## src/sv/ert_pkg.sv

```systemverilog
// Shared types and constants of the multi-channel echo ranging timer.
`timescale 1ns / 1ps

package ert_pkg;

    localparam int ECHO_W = 6;
    localparam int N_TIME = 6;
    localparam int TIME_W = 16;
    localparam int PADDR_W = 4;
    localparam int PDATA_W = 32;

    localparam logic [TIME_W-1:0] ERR_TIME = 16'hFFFF;

    localparam logic OP_TICK  = 1'b0;
    localparam logic OP_START = 1'b1;

    localparam logic [1:0] REG_TRIG_HIGH  = 2'd0;
    localparam logic [1:0] REG_START_TOUT = 2'd1;
    localparam logic [1:0] REG_DIST_TOUT  = 2'd2;

    localparam logic [1:0] STATUS_OK      = 2'd0;
    localparam logic [1:0] STATUS_TIMEOUT = 2'd1;
    localparam logic [1:0] STATUS_INVALID = 2'd2;

    localparam logic [7:0]  RST_TRIG_HIGH  = 8'd10;
    localparam logic [15:0] RST_START_TOUT = 16'd2600;
    localparam logic [15:0] RST_DIST_TOUT  = 16'd1750;

    typedef enum logic [1:0] {
        PH_IDLE,
        PH_TRIG,
        PH_MEAS
    } t_phase;

    typedef enum logic [1:0] {
        CS_IDLE,
        CS_WAIT,
        CS_HIGH,
        CS_DONE
    } t_stage;

    // Broadcast from the phase controller to every lane.
    typedef struct packed {
        logic clear;
        logic arm;
        logic step;
    } t_lane_cmd;

    typedef struct packed {
        logic pending;
        logic timeout;
    } t_lane_stat;

    typedef struct packed {
        logic [ECHO_W-1:0]             trig;
        logic                          busy;
        logic                          done;
        logic [1:0]                    status;
        logic [N_TIME-1:0][TIME_W-1:0] times;
    } t_result;

endpackage

```

## src/sv/ert_lane.sv

```systemverilog
// One channel of the echo timer: waits for the echo to rise, then times its high phase.
`timescale 1ns / 1ps

module ert_lane import ert_pkg::*; (
    input  logic              i_clk,
    input  logic              i_rst_n,
    input  t_lane_cmd         i_cmd,
    input  logic              i_active,
    input  logic              i_echo,
    input  logic [15:0]       i_start_tout,
    input  logic [15:0]       i_dist_tout,
    output t_lane_stat        o_stat,
    output logic [TIME_W-1:0] o_elapsed_next
);

    t_stage            r_stage, n_stage;
    logic [15:0]       r_ticks, n_ticks;
    logic [TIME_W-1:0] r_elapsed, n_elapsed;
    logic              w_timeout;
    logic [16:0]       w_inc;

    assign w_inc = {1'b0, r_ticks} + 17'd1;

    always_ff @(posedge i_clk) begin
        if (!i_rst_n) begin
            r_stage   <= CS_IDLE;
            r_ticks   <= '0;
            r_elapsed <= ERR_TIME;
        end else begin
            r_stage   <= n_stage;
            r_ticks   <= n_ticks;
            r_elapsed <= n_elapsed;
        end
    end

    always_comb begin
        n_stage   = r_stage;
        n_ticks   = r_ticks;
        n_elapsed = r_elapsed;
        w_timeout = 1'b0;
        if (i_cmd.clear) begin
            n_stage   = CS_IDLE;
            n_ticks   = '0;
            n_elapsed = ERR_TIME;
        end else if (i_cmd.arm) begin
            n_stage = i_active ? CS_WAIT : CS_IDLE;
            n_ticks = '0;
        end else if (i_cmd.step) begin
            case (r_stage)
                CS_WAIT: begin
                    if (i_echo) begin
                        // The rising tick already counts as one high tick.
                        n_ticks = 16'd1;
                        if (17'd1 >= {1'b0, i_dist_tout}) begin
                            n_stage   = CS_DONE;
                            w_timeout = 1'b1;
                        end else begin
                            n_stage = CS_HIGH;
                        end
                    end else begin
                        n_ticks = w_inc[15:0];
                        if (w_inc >= {1'b0, i_start_tout} || w_inc[16]) begin
                            n_stage   = CS_DONE;
                            w_timeout = 1'b1;
                        end
                    end
                end
                CS_HIGH: begin
                    if (i_echo) begin
                        n_ticks = w_inc[15:0];
                        if (w_inc >= {1'b0, i_dist_tout}) begin
                            n_stage   = CS_DONE;
                            w_timeout = 1'b1;
                        end
                    end else begin
                        n_elapsed = r_ticks;
                        n_stage   = CS_DONE;
                    end
                end
                default: begin
                end
            endcase
        end
    end

    assign o_stat.pending = (n_stage == CS_WAIT) || (n_stage == CS_HIGH);
    assign o_stat.timeout = w_timeout;
    assign o_elapsed_next = n_elapsed;

endmodule

```

## src/sv/ert_ctrl.sv

```systemverilog
// Phase controller: decodes starts, runs the trigger phase and merges the lane results.
`timescale 1ns / 1ps

module ert_ctrl import ert_pkg::*; #(
    parameter int CHANNELS = 6
) (
    input  logic                i_clk,
    input  logic                i_rst_n,
    input  logic                i_fire,
    input  logic                i_op,
    input  logic [2:0]          i_sel,
    input  logic [7:0]          i_trig_high,
    input  t_lane_stat          i_stat [CHANNELS],
    output t_lane_cmd           o_cmd,
    output logic [CHANNELS-1:0] o_mask,
    output logic [ECHO_W-1:0]   o_trig,
    output logic                o_busy,
    output logic                o_done,
    output logic [1:0]          o_status
);

    t_phase              r_phase, n_phase;
    logic [CHANNELS-1:0] r_mask, n_mask;
    logic [7:0]          r_pticks, n_pticks;
    logic                r_tout, n_tout;
    logic [CHANNELS-1:0] w_sel_mask;
    logic [CHANNELS-1:0] w_trig_src;
    logic [CHANNELS-1:0] w_pend_vec;
    logic [CHANNELS-1:0] w_tout_vec;
    logic                w_any_pend;
    logic                w_any_tout;
    logic [8:0]          w_pinc;

    // A code below CHANNELS picks one lane, a code equal to CHANNELS picks all.
    always_comb begin
        for (int i = 0; i < CHANNELS; i++) begin
            w_sel_mask[i] = ({1'b0, i_sel} == 4'(i)) || ({1'b0, i_sel} == 4'(CHANNELS));
            w_pend_vec[i] = i_stat[i].pending;
            w_tout_vec[i] = i_stat[i].timeout;
        end
    end

    assign w_any_pend = |w_pend_vec;
    assign w_any_tout = |w_tout_vec;
    assign w_pinc     = {1'b0, r_pticks} + 9'd1;

    always_ff @(posedge i_clk) begin
        if (!i_rst_n) begin
            r_phase  <= PH_IDLE;
            r_mask   <= '0;
            r_pticks <= '0;
            r_tout   <= 1'b0;
        end else begin
            r_phase  <= n_phase;
            r_mask   <= n_mask;
            r_pticks <= n_pticks;
            r_tout   <= n_tout;
        end
    end

    // The lane command follows the transaction, phase and trigger count, never lane status.
    always_comb begin
        o_cmd = '0;
        if (i_fire) begin
            if (i_op == OP_START) begin
                o_cmd.clear = 1'b1;
            end else begin
                case (r_phase)
                    PH_TRIG: begin
                        o_cmd.arm = (w_pinc >= {1'b0, i_trig_high});
                    end
                    PH_MEAS: begin
                        o_cmd.step = 1'b1;
                    end
                    default: begin
                    end
                endcase
            end
        end
    end

    always_comb begin
        n_phase    = r_phase;
        n_mask     = r_mask;
        n_pticks   = r_pticks;
        n_tout     = r_tout;
        w_trig_src = '0;
        o_busy     = 1'b0;
        o_done     = 1'b0;
        o_status   = STATUS_OK;
        if (i_fire) begin
            if (i_op == OP_START) begin
                n_tout      = 1'b0;
                n_pticks    = '0;
                n_mask      = w_sel_mask;
                if (w_sel_mask == '0) begin
                    n_phase  = PH_IDLE;
                    o_done   = 1'b1;
                    o_status = STATUS_INVALID;
                end else begin
                    n_phase    = PH_TRIG;
                    w_trig_src = w_sel_mask;
                    o_busy     = 1'b1;
                end
            end else begin
                case (r_phase)
                    PH_TRIG: begin
                        o_busy = 1'b1;
                        if (w_pinc >= {1'b0, i_trig_high}) begin
                            n_phase   = PH_MEAS;
                            n_pticks  = '0;
                        end else begin
                            n_pticks   = w_pinc[7:0];
                            w_trig_src = r_mask;
                        end
                    end
                    PH_MEAS: begin
                        n_tout     = r_tout | w_any_tout;
                        if (w_any_pend) begin
                            o_busy = 1'b1;
                        end else begin
                            n_phase  = PH_IDLE;
                            o_done   = 1'b1;
                            o_status = (r_tout || w_any_tout) ? STATUS_TIMEOUT : STATUS_OK;
                        end
                    end
                    default: begin
                    end
                endcase
            end
        end
    end

    assign o_mask = r_mask;

    for (genvar g = 0; g < ECHO_W; g++) begin : g_trig
        if (g < CHANNELS) begin : g_on
            assign o_trig[g] = w_trig_src[g];
        end else begin : g_off
            assign o_trig[g] = 1'b0;
        end
    end

endmodule

```

## src/sv/ert_outq.sv

```systemverilog
// Two-entry result buffer between the timer core and the result channel.
`timescale 1ns / 1ps

module ert_outq import ert_pkg::*; (
    input  logic    i_clk,
    input  logic    i_rst_n,
    input  logic    i_push,
    input  t_result i_data,
    output logic    o_space,
    output logic    o_valid,
    input  logic    i_pop,
    output t_result o_data
);

    t_result    r_q [2];
    logic       r_wr_ptr, r_rd_ptr;
    logic [1:0] r_count;
    logic       w_pop;

    assign w_pop   = i_pop && (r_count != 2'd0);
    assign o_space = (r_count != 2'd2);
    assign o_valid = (r_count != 2'd0);
    assign o_data  = r_q[r_rd_ptr];

    always_ff @(posedge i_clk) begin
        if (i_push) begin
            r_q[r_wr_ptr] <= i_data;
        end
    end

    always_ff @(posedge i_clk) begin
        if (!i_rst_n) begin
            r_wr_ptr <= 1'b0;
            r_rd_ptr <= 1'b0;
            r_count  <= 2'd0;
        end else begin
            if (i_push) begin
                r_wr_ptr <= ~r_wr_ptr;
            end
            if (w_pop) begin
                r_rd_ptr <= ~r_rd_ptr;
            end
            r_count <= r_count + {1'b0, i_push} - {1'b0, w_pop};
        end
    end

endmodule

```

## src/sv/multi_channel_echo_ranging_timer.sv

```systemverilog
// Multi-channel echo ranging timer: configuration registers, lanes, controller and result buffer.
// Throughput: one item per cycle while the result buffer has space; every lane updates in the
// same cycle the item is taken. Each result is registered in the buffer and offered in order.
// A two-entry result buffer lets input be taken while one finished result is still waiting.
// Reset (synchronous, active low) returns the registers to 10 / 2600 / 1750, all times to
// 65535, every lane and the phase to idle, and empties the result buffer.
`timescale 1ns / 1ps

module multi_channel_echo_ranging_timer import ert_pkg::*; #(
    parameter int CHANNELS = 6
) (
    input  logic               i_clk,
    input  logic               i_rst_n,
    input  logic               psel,
    input  logic               penable,
    input  logic               pwrite,
    input  logic [PADDR_W-1:0] paddr,
    input  logic [PDATA_W-1:0] pwdata,
    output logic [PDATA_W-1:0] prdata,
    output logic               pready,
    input  logic               i_in_valid,
    output logic               o_in_ready,
    input  logic               i_op,
    input  logic [2:0]         i_sensor_select,
    input  logic [ECHO_W-1:0]  i_echo_levels,
    output logic               o_out_valid,
    input  logic               i_out_ready,
    output logic [ECHO_W-1:0]  o_trigger_levels,
    output logic               o_busy_res,
    output logic               o_done_res,
    output logic [1:0]         o_status,
    output logic [TIME_W-1:0]  o_time_ch0,
    output logic [TIME_W-1:0]  o_time_ch1,
    output logic [TIME_W-1:0]  o_time_ch2,
    output logic [TIME_W-1:0]  o_time_ch3,
    output logic [TIME_W-1:0]  o_time_ch4,
    output logic [TIME_W-1:0]  o_time_ch5
);

    logic [7:0]  r_trig_high;
    logic [15:0] r_start_tout;
    logic [15:0] r_dist_tout;
    logic        w_wr;
    logic [1:0]  w_reg_idx;

    logic                                  w_fire;
    t_lane_cmd                             w_cmd;
    logic [CHANNELS-1:0]                   w_mask;
    t_lane_stat                            w_stat [CHANNELS];
    logic [CHANNELS-1:0][TIME_W-1:0]       w_elapsed;
    logic [CHANNELS-1:0]                   w_echo;
    t_result                               w_res;
    t_result                               w_out;

    // Configuration port.
    assign pready    = 1'b1;
    assign w_reg_idx = paddr[3:2];
    assign w_wr      = psel && penable && pwrite && pready;

    always_ff @(posedge i_clk) begin
        if (!i_rst_n) begin
            r_trig_high  <= RST_TRIG_HIGH;
            r_start_tout <= RST_START_TOUT;
            r_dist_tout  <= RST_DIST_TOUT;
        end else if (w_wr) begin
            case (w_reg_idx)
                REG_TRIG_HIGH:  r_trig_high  <= pwdata[7:0];
                REG_START_TOUT: r_start_tout <= pwdata[15:0];
                REG_DIST_TOUT:  r_dist_tout  <= pwdata[15:0];
                default: begin
                end
            endcase
        end
    end

    always_comb begin
        case (w_reg_idx)
            REG_TRIG_HIGH:  prdata = {24'd0, r_trig_high};
            REG_START_TOUT: prdata = {16'd0, r_start_tout};
            REG_DIST_TOUT:  prdata = {16'd0, r_dist_tout};
            default:        prdata = '0;
        endcase
    end

    assign w_fire = i_in_valid && o_in_ready;

    ert_ctrl #(
        .CHANNELS (CHANNELS)
    ) u_ctrl (
        .i_clk       (i_clk),
        .i_rst_n     (i_rst_n),
        .i_fire      (w_fire),
        .i_op        (i_op),
        .i_sel       (i_sensor_select),
        .i_trig_high (r_trig_high),
        .i_stat      (w_stat),
        .o_cmd       (w_cmd),
        .o_mask      (w_mask),
        .o_trig      (w_res.trig),
        .o_busy      (w_res.busy),
        .o_done      (w_res.done),
        .o_status    (w_res.status)
    );

    for (genvar g = 0; g < CHANNELS; g++) begin : g_lane
        // Lanes without an echo input always see the line low.
        if (g < ECHO_W) begin : g_echo
            assign w_echo[g] = i_echo_levels[g];
        end else begin : g_noecho
            assign w_echo[g] = 1'b0;
        end

        ert_lane u_lane (
            .i_clk          (i_clk),
            .i_rst_n        (i_rst_n),
            .i_cmd          (w_cmd),
            .i_active       (w_mask[g]),
            .i_echo         (w_echo[g]),
            .i_start_tout   (r_start_tout),
            .i_dist_tout    (r_dist_tout),
            .o_stat         (w_stat[g]),
            .o_elapsed_next (w_elapsed[g])
        );
    end

    for (genvar k = 0; k < N_TIME; k++) begin : g_time
        if (k < CHANNELS) begin : g_on
            assign w_res.times[k] = w_elapsed[k];
        end else begin : g_off
            assign w_res.times[k] = ERR_TIME;
        end
    end

    ert_outq u_outq (
        .i_clk   (i_clk),
        .i_rst_n (i_rst_n),
        .i_push  (w_fire),
        .i_data  (w_res),
        .o_space (o_in_ready),
        .o_valid (o_out_valid),
        .i_pop   (i_out_ready),
        .o_data  (w_out)
    );

    assign o_trigger_levels = w_out.trig;
    assign o_busy_res       = w_out.busy;
    assign o_done_res       = w_out.done;
    assign o_status         = w_out.status;
    assign o_time_ch0       = w_out.times[0];
    assign o_time_ch1       = w_out.times[1];
    assign o_time_ch2       = w_out.times[2];
    assign o_time_ch3       = w_out.times[3];
    assign o_time_ch4       = w_out.times[4];
    assign o_time_ch5       = w_out.times[5];

`ifndef SYNTHESIS
    a_busy_done_excl: assert property (@(posedge i_clk) disable iff (!i_rst_n)
        w_fire |-> !(w_res.busy && w_res.done))
        else $error("busy and done raised on the same transaction");

    a_status_needs_done: assert property (@(posedge i_clk) disable iff (!i_rst_n)
        (w_fire && w_res.status != STATUS_OK) |-> w_res.done)
        else $error("nonzero status without done");

    a_invalid_quiet: assert property (@(posedge i_clk) disable iff (!i_rst_n)
        (w_fire && w_res.status == STATUS_INVALID) |-> (w_res.trig == '0 && !w_res.busy))
        else $error("invalid selection drove triggers or stayed busy");

    a_trig_busy: assert property (@(posedge i_clk) disable iff (!i_rst_n)
        (w_fire && w_res.trig != '0) |-> w_res.busy)
        else $error("trigger lines high while not busy");
`endif

endmodule
```

## config.mk

```make
export PLATFORM = sky130hd
export DESIGN_NAME = multi_channel_echo_ranging_timer
export DESIGN_NICKNAME = d
export VERILOG_FILES = /design/src/sv/ert_pkg.sv /design/src/sv/ert_lane.sv /design/src/sv/ert_ctrl.sv /design/src/sv/ert_outq.sv /design/src/sv/multi_channel_echo_ranging_timer.sv
export SDC_FILE = /design/constraint.sdc
export NUM_CORES = 1
export LEC_CHECK = 0
export ABC_CLOCK_PERIOD_IN_PS = 8170
export BUFFER_PORTS_ARGS = -buffer_cell sky130_fd_sc_hd__buf_2
export CORE_MARGIN = 1.5
export CORE_UTILIZATION = 35
export DETAILED_ROUTE_END_ITERATION = 8
export GPL_ROUTABILITY_DRIVEN = 0
export PLACE_DENSITY_LB_ADDON = 0.12
export SLEW_MARGIN = 10
export SYNTH_ARGS = -nofsm -noshare
export SYNTH_HDL_FRONTEND = slang
export SYNTH_SLANG_ARGS = --single-unit
export TNS_END_PERCENT = 100
```

## constraint.sdc

```tcl
create_clock -name i_clk -period 8.17 [get_ports i_clk]
set_input_delay 0.817 -clock i_clk [delete_from_list [all_inputs] [get_ports i_clk]]
set_output_delay 0.817 -clock i_clk [all_outputs]
set_load 0.03 [all_outputs]
```

Yosys cells after proc, flatten, opt, wreduce, memory -nomap -nowiden:

Memories as Yosys holds them, arrays and structs flattened. A register that Yosys moved wholly into a read port is not among the register bits.
Index checks and enable logic that the tools add are counted.

* magnitude comparators: 14
* div/mod/pow operators: 0
* multiplexer cells: 193
* bitwise logic cells: 4
* shift operators: 0
* $add $sub $neg: 9
* eq/ne operators: 43
* reductions and logical operators: 52
* multiply operators: 0

Operators with widths (number)
* two-way mux 16 bit: 42
* >= comparator 17 x 16 -> 1 bit: 12
* case mux 16 bit (2 select lines): 6
* adder 16 x 1 -> 17 bit, second input constant: 6
* two-way mux 2 bit: 51
* two-way mux 1 bit: 70
* case mux 16 bit (3 select lines): 1
* two-way mux 6 bit: 5
* == test 2 x 1 -> 1 bit, second input constant: 14
* == test 2 bit, second input constant: 14
* case mux 2 bit (2 select lines): 7
* two-way mux 8 bit: 3
* logical OR 1 bit: 19
* AND reduction 3 bit: 6
* nonzero test 2 bit: 9
* >= comparator 1 x 16 -> 1 bit, first input constant: 1
* inequality test 2 bit, second input constant: 7
* case mux 1 bit (2 select lines): 7
* AND reduction 2 bit: 6
* OR reduction 6 bit: 2
* adder 8 x 1 -> 9 bit, second input constant: 1
* == test 3 bit, second input constant: 3
* >= comparator 9 x 8 -> 1 bit: 1
* == test 3 x 2 -> 1 bit, second input constant: 2
* 15 further kinds: 20

* output and inout port bits: 141
* bits of input ports: 53
* memory bits (read-only): 0
* word-level logic and storage cells: 344
* latch bits: 0
* memories: 1
* bits in writable memories: 212
* register bits after elaboration: 265

Memories
* u_outq.r_q: words 2, bits a word 106, rd ports 1, clocked after memory_dff 1, write ports 1, RTL line ert_outq.sv:15 `t_result r_q [2];`

Longest topological paths before layout:

* depth in word-level cells: 16
* mapped depth: 21
* depth with buffers taken out: 20

Cells and area by module:

A second synthesis with hierarchy kept.

* cell total of the unflattened synthesis: 2783
* area total of the unflattened synthesis: 27410.0 um^2

Modules (own cells, without submodules)
* ert_lane (g_lane[0].u_lane ...): cells each 342, times used 4, area each 2672.6 um^2, seq. area each 680.7 um^2
* ert_outq: cells each 353, times used 1, area each 8049.0 um^2, seq. area each 6466.2 um^2
* ert_lane (g_lane[5].u_lane): cells each 344, times used 1, area each 2746.4 um^2, seq. area each 680.7 um^2
* ert_lane (g_lane[2].u_lane): cells each 339, times used 1, area each 2690.1 um^2, seq. area each 680.7 um^2
* multi_channel_echo_ranging_timer: cells each 225, times used 1, area each 1983.2 um^2, seq. area each 800.8 um^2
* ert_ctrl: cells each 154, times used 1, area each 1251.2 um^2, seq. area each 340.3 um^2

Worst setup path after synthesis:

OpenSTA, ideal clock, no wires.

* kind: in2reg
* start point: in i_in_valid
* end point: mem u_outq.r_q[0][0] (netlist bit), enable pin
* path slack: 2.248 ns
* library setup time: 0.572 ns
* cell stages on the path: 2
* buffers on the path: 0
* required time: 7.598 ns
* arrival time: 5.350 ns
* cell sequence: nand2_1 -> nor2_1

* word-level cells in the longest chain between the ends: 3

Ends and longest elaborated chain
* from (decl): RTL line multi_channel_echo_ranging_timer.sv:21 `input logic i_in_valid,`
* logical AND 1 bit: RTL line multi_channel_echo_ranging_timer.sv:85 `assign w_fire = i_in_valid && o_in_ready;`
* two-way mux 1 bit: RTL line ert_outq.sv:26 `if (i_push) begin`
* two-way mux 1 bit (not written as such): RTL line ert_outq.sv:27 `r_q[r_wr_ptr] <= i_data;`
* to (decl): RTL line ert_outq.sv:15

No other way between the ends.

Final worst setup path:

* start point: reg g_lane[1].u_lane.r_ticks[0]
* end point: mem u_outq.r_q[1][99] (netlist bit), data pin

* word-level cells in the longest chain between the ends: 16
* elaborated cells between the ends (all ways): 20
* those cells by class: add/sub: 1; order compare: 2; eq/ne: 2; mux: 12; reduce/logical: 3

Ends and longest elaborated chain
* from (decl): RTL line ert_lane.sv:17 `logic [15:0] r_ticks, n_ticks;`
* from (signal assigned): RTL line ert_lane.sv:31 `r_ticks <= n_ticks;`
* adder 16 x 1 -> 17 bit *: RTL line ert_lane.sv:22 `assign w_inc = {1'b0, r_ticks} + 17'd1;`
* >= comparator 17 x 16 -> 1 bit: RTL line ert_lane.sv:62 `if (w_inc >= {1'b0, i_start_tout} || w_inc[16]) begin`
* logical OR 1 bit: RTL line ert_lane.sv:62
* two-way mux 2 bit: RTL line ert_lane.sv:62
* two-way mux 2 bit: RTL line ert_lane.sv:51 `if (i_echo) begin`
* case mux 2 bit (2 select lines) *: RTL line ert_lane.sv:49 `case (r_stage)`
* two-way mux 2 bit *: RTL line ert_lane.sv:48 `end else if (i_cmd.step) begin`
* two-way mux 2 bit *: RTL line ert_lane.sv:45 `end else if (i_cmd.arm) begin`
* two-way mux 2 bit *: RTL line ert_lane.sv:41 `if (i_cmd.clear) begin`
* == test 2 x 1 -> 1 bit or == test 2 bit (tied branches): RTL line ert_lane.sv:86 `assign o_stat.pending = (n_stage == CS_WAIT) || (n_stage == CS_HIGH);`
* logical OR 1 bit *: RTL line ert_lane.sv:86
* OR reduction 6 bit *: RTL line ert_ctrl.sv:43 `assign w_any_pend = |w_pend_vec;`
* two-way mux 1 bit *: RTL line ert_ctrl.sv:119 `if (w_any_pend) begin`
* case mux 1 bit (2 select lines) *: RTL line ert_ctrl.sv:106 `case (r_phase)`
* two-way mux 1 bit *: RTL line ert_ctrl.sv:92 `if (i_op == OP_START) begin`
* two-way mux 1 bit *: RTL line ert_ctrl.sv:91 `if (i_fire) begin`
* named net u_ctrl.o_busy: RTL line ert_ctrl.sv:17 `output logic o_busy,`

Mark *: on every way through the listed nets, which the timed path passes. The rest lies on a longest branch.

==> summary.txt <==
Main area contributors after synthesis: edfxtp_1 (24%), dfxtp_1 (20%), ha_1 (11%), mux2_2 (4.7%), nand2_1 (4.4%)
Asr flop ratio synth: 0
Slew of the pin with the lowest slew margin: 1.13 ns
Port Buf Inserts: 158
Max Cap Viol: 0
Critical path fanouts, max: 8
Busiest layer in global routing: met2
Most used cell, CP: and3_1
Clock slew at reported path FFs: 0.06 ns
GR Layer Usage met1: 0.253
Most frequent cells in the layout: nand2_1 (307), dfxtp_1 (265), ha_1 (223), edfxtp_1 (212), nor2_1 (190)
Tot Pwr: 0.00557 W
Worst path top cell family by delay: simple AND/OR/NAND/NOR gates
Antenna diodes: 0
CP required: 8.50 ns
Inserted Clock Buffers: 55
Starting Density: 0.355
Layout Nets: 3021
Clock tree buffer depth: 3
Yosys warning count: 0
Startpoint Class: flop
Post-Synthesis Cells: 2649
Fillcell total: 7134
Core area: 0.0732 mm2
Area leader, netlist: edfxtp_1
Synth top area share: 0.245
I/O pin total: 194
RSZ-0062 raised after global routing: no
CP bufs+invs: 0
Status: completed
Met3 Use GR: 0.0312
CTS Hold Bufs: 0
Setup tns final: 0 ns
P per Cell Area: 190 mW/mm2
Final WS setup: 2.29 ns
Rel. slew slack: 0.244
Crit. End Element: flop
Synth cell types: 82
Clk Latency, worst-skew pair: 0.60 ns
DRC: 0
Static leakage: 11.2 nW
First-pass GRT wire length: 113000 um
Post-synthesis mux area share: 0.0884
Chip Width: 276 um
Total grt overflow: 0
Min Hold Slack: 0.469 ns
Layout cell share with drive strength beyond 1: 0.142
Largest net degree at the start of global routing: 88
Top FF cell, synth: dfxtp_1
Initial antenna violation count: 3
Flops & latches, synth: 478
Max Clk Rate: 170 MHz
WL final: 73400 um
P&R area growth vs syn: 12.8%
Max Slew Vio Count: 0
Drt wl/cell: 19.6 um
Pre-CTS WS: 2.43 ns
Via count: 20047
Most common cell after layout, fill and taps aside: nand2_1
Clock Sinks: 478
Min Tclk post-route: 5.88 ns
Hold Vio Cnt, Final: 0
Post-synthesis sequential area ratio: 0.450
Crit Path Class: flop to flop
Post-synth EDFFs: 212
Final setup fails: 0
Critical path arrival: 6.21 ns
Vias in the first global route: 19352
Synth Area in Adders: 0.107
Antenna Violating Nets Remaining: 0
Combinational family with the most area after synthesis: simple AND/OR/NAND/NOR gates
Worst path slowest cell: or4_4
Min-Delay Path Class: flop to flop
HPWL Detailed: 51000 um
TritonCTS clock tree: built
XOR/XNOR Fraction of Synth Area: 0.0344
CTS resizes: 0
Met2 usage: 0.314
Clock root cell: clkbuf_16
Rows: 99
Simple-gate share of the synthesized area: 0.168
Period utilisation layout: 0.720
Drt pass-1 iters: 7
Die H: 276 um
Compound-Gate Fraction of Synth Area: 0.116
Global Route Usage Sum: 0.191
Largest stage delay, worst path: 0.54 ns
Post-Syn Area: 0.0260 mm2
H-tree depth: 2
Die Footprint: 0.0759 mm2
Post-CTS Setup Bufs: 0
Vias per cell: 5.35
Clock Skew: 0.0226 ns
Syn avg cell area: 9.81 um2
Worst-path cell chain: ha_1 -> nand3_1 -> nor2_1 -> and2_1 -> and3_1 -> and3_1 -> and3_1 -> xor2_1 -> ha_1 -> and3_1 -> a221o_1 -> a31oi_2 -> nand4_1 -> and4_4 -> a311oi_1 -> xnor2_1 -> or4_4 -> nor4_2 -> or4b_1 -> a21oi_1
Worst VDD drop: 0.000139 V
DR iter-0 viols: 1453
## kinds of logic after synthesis
logic type,Yosys count
other,2
multiplexers,216
AO/OA/AOI/OAI,476
flip-flops,478
adder cells (fa/ha/maj),223
AND/OR/NAND/NOR,926
buffers and inverters,226
XOR/XNOR,102
## flip-flops by register name, summed over array words and instances, names as in the netlist, named ones only
signal	cells
g_lane.u_lane.r_elapsed	96
g_lane.u_lane.r_stage	12
g_lane.u_lane.r_ticks	96
r_dist_tout	16
r_start_tout	16
r_trig_high	8
u_ctrl.o_mask	6
u_ctrl.r_phase	2
u_ctrl.r_pticks	8
u_ctrl.r_tout	1
u_outq.r_count	2
u_outq.r_q	212
u_outq.r_rd_ptr	1
u_outq.r_wr_ptr	1
## per-layer routing
layer	vias up	wire (um)	share of wire
li1	9777	-	-
met1	9592	32700	0.45
met2	523	34000	0.46
met3	149	3990	0.054
met4	6	2630	0.036
met5	-	44	0.00060
## metrics by stage
step	utilization	area [um2]	std cells
floorplan	-	26100	2664
global placement	0.377	27600	3647
detailed placement	0.377	27600	3647
CTS	0.401	29300	3750
global route	0.401	29300	3750
finish	0.401	29300	3750
## path summary, 6_finish.rpt
check / end / cells past startpoint / startpoint / slack, ns
max: u_outq.r_q[1][99] / 20 / g_lane[1].u_lane.r_ticks[0] / 2.29
min: r_start_tout[0] / 2 / r_start_tout[0] / 0.47
max reg2reg: u_outq.r_q[1][99] / 20 / g_lane[1].u_lane.r_ticks[0] / 2.29
min reg2reg: r_start_tout[0] / 2 / r_start_tout[0] / 0.47
## layout make-up
class                   instances  area [um2]  area share
multi-input cells            1960       13500       0.459
flip-flops and latches        478       11700       0.399
clock buffers                  77        1550      0.0529
well taps                     959        1200      0.0409
repair buffers                180         958      0.0327
inverters                      70         263     0.00896
clock inverters                26         211     0.00721
## synthesized netlist by cell type, types with 59 or more instances
cell type and number:
a21oi_1 141, clkbuf_1 123, dfxtp_1 266, edfxtp_1 212
ha_1 223, inv_1 70, mux2_2 109, mux2i_1 107
nand2_1 308, nand3_1 172, nor2_1 191, o21ai_0 111
xor2_1 59
## worst min-delay path: stages (launching register included)
cell,delay (ns)
dfxtp_1,0.31
nand2_1,0.05
a21boi_0,0.07
## power by group
group / internal, W / leakage, nW / switching [W]
registers: 0.00257 / 3.51 / 0.0000585
clock network: 0.00142 / 0.864 / 0.000986
logic: 0.000160 / 6.80 / 0.000380
total: 0.00415 / 11.2 / 0.00143
(Power assumes the default switching activity.)
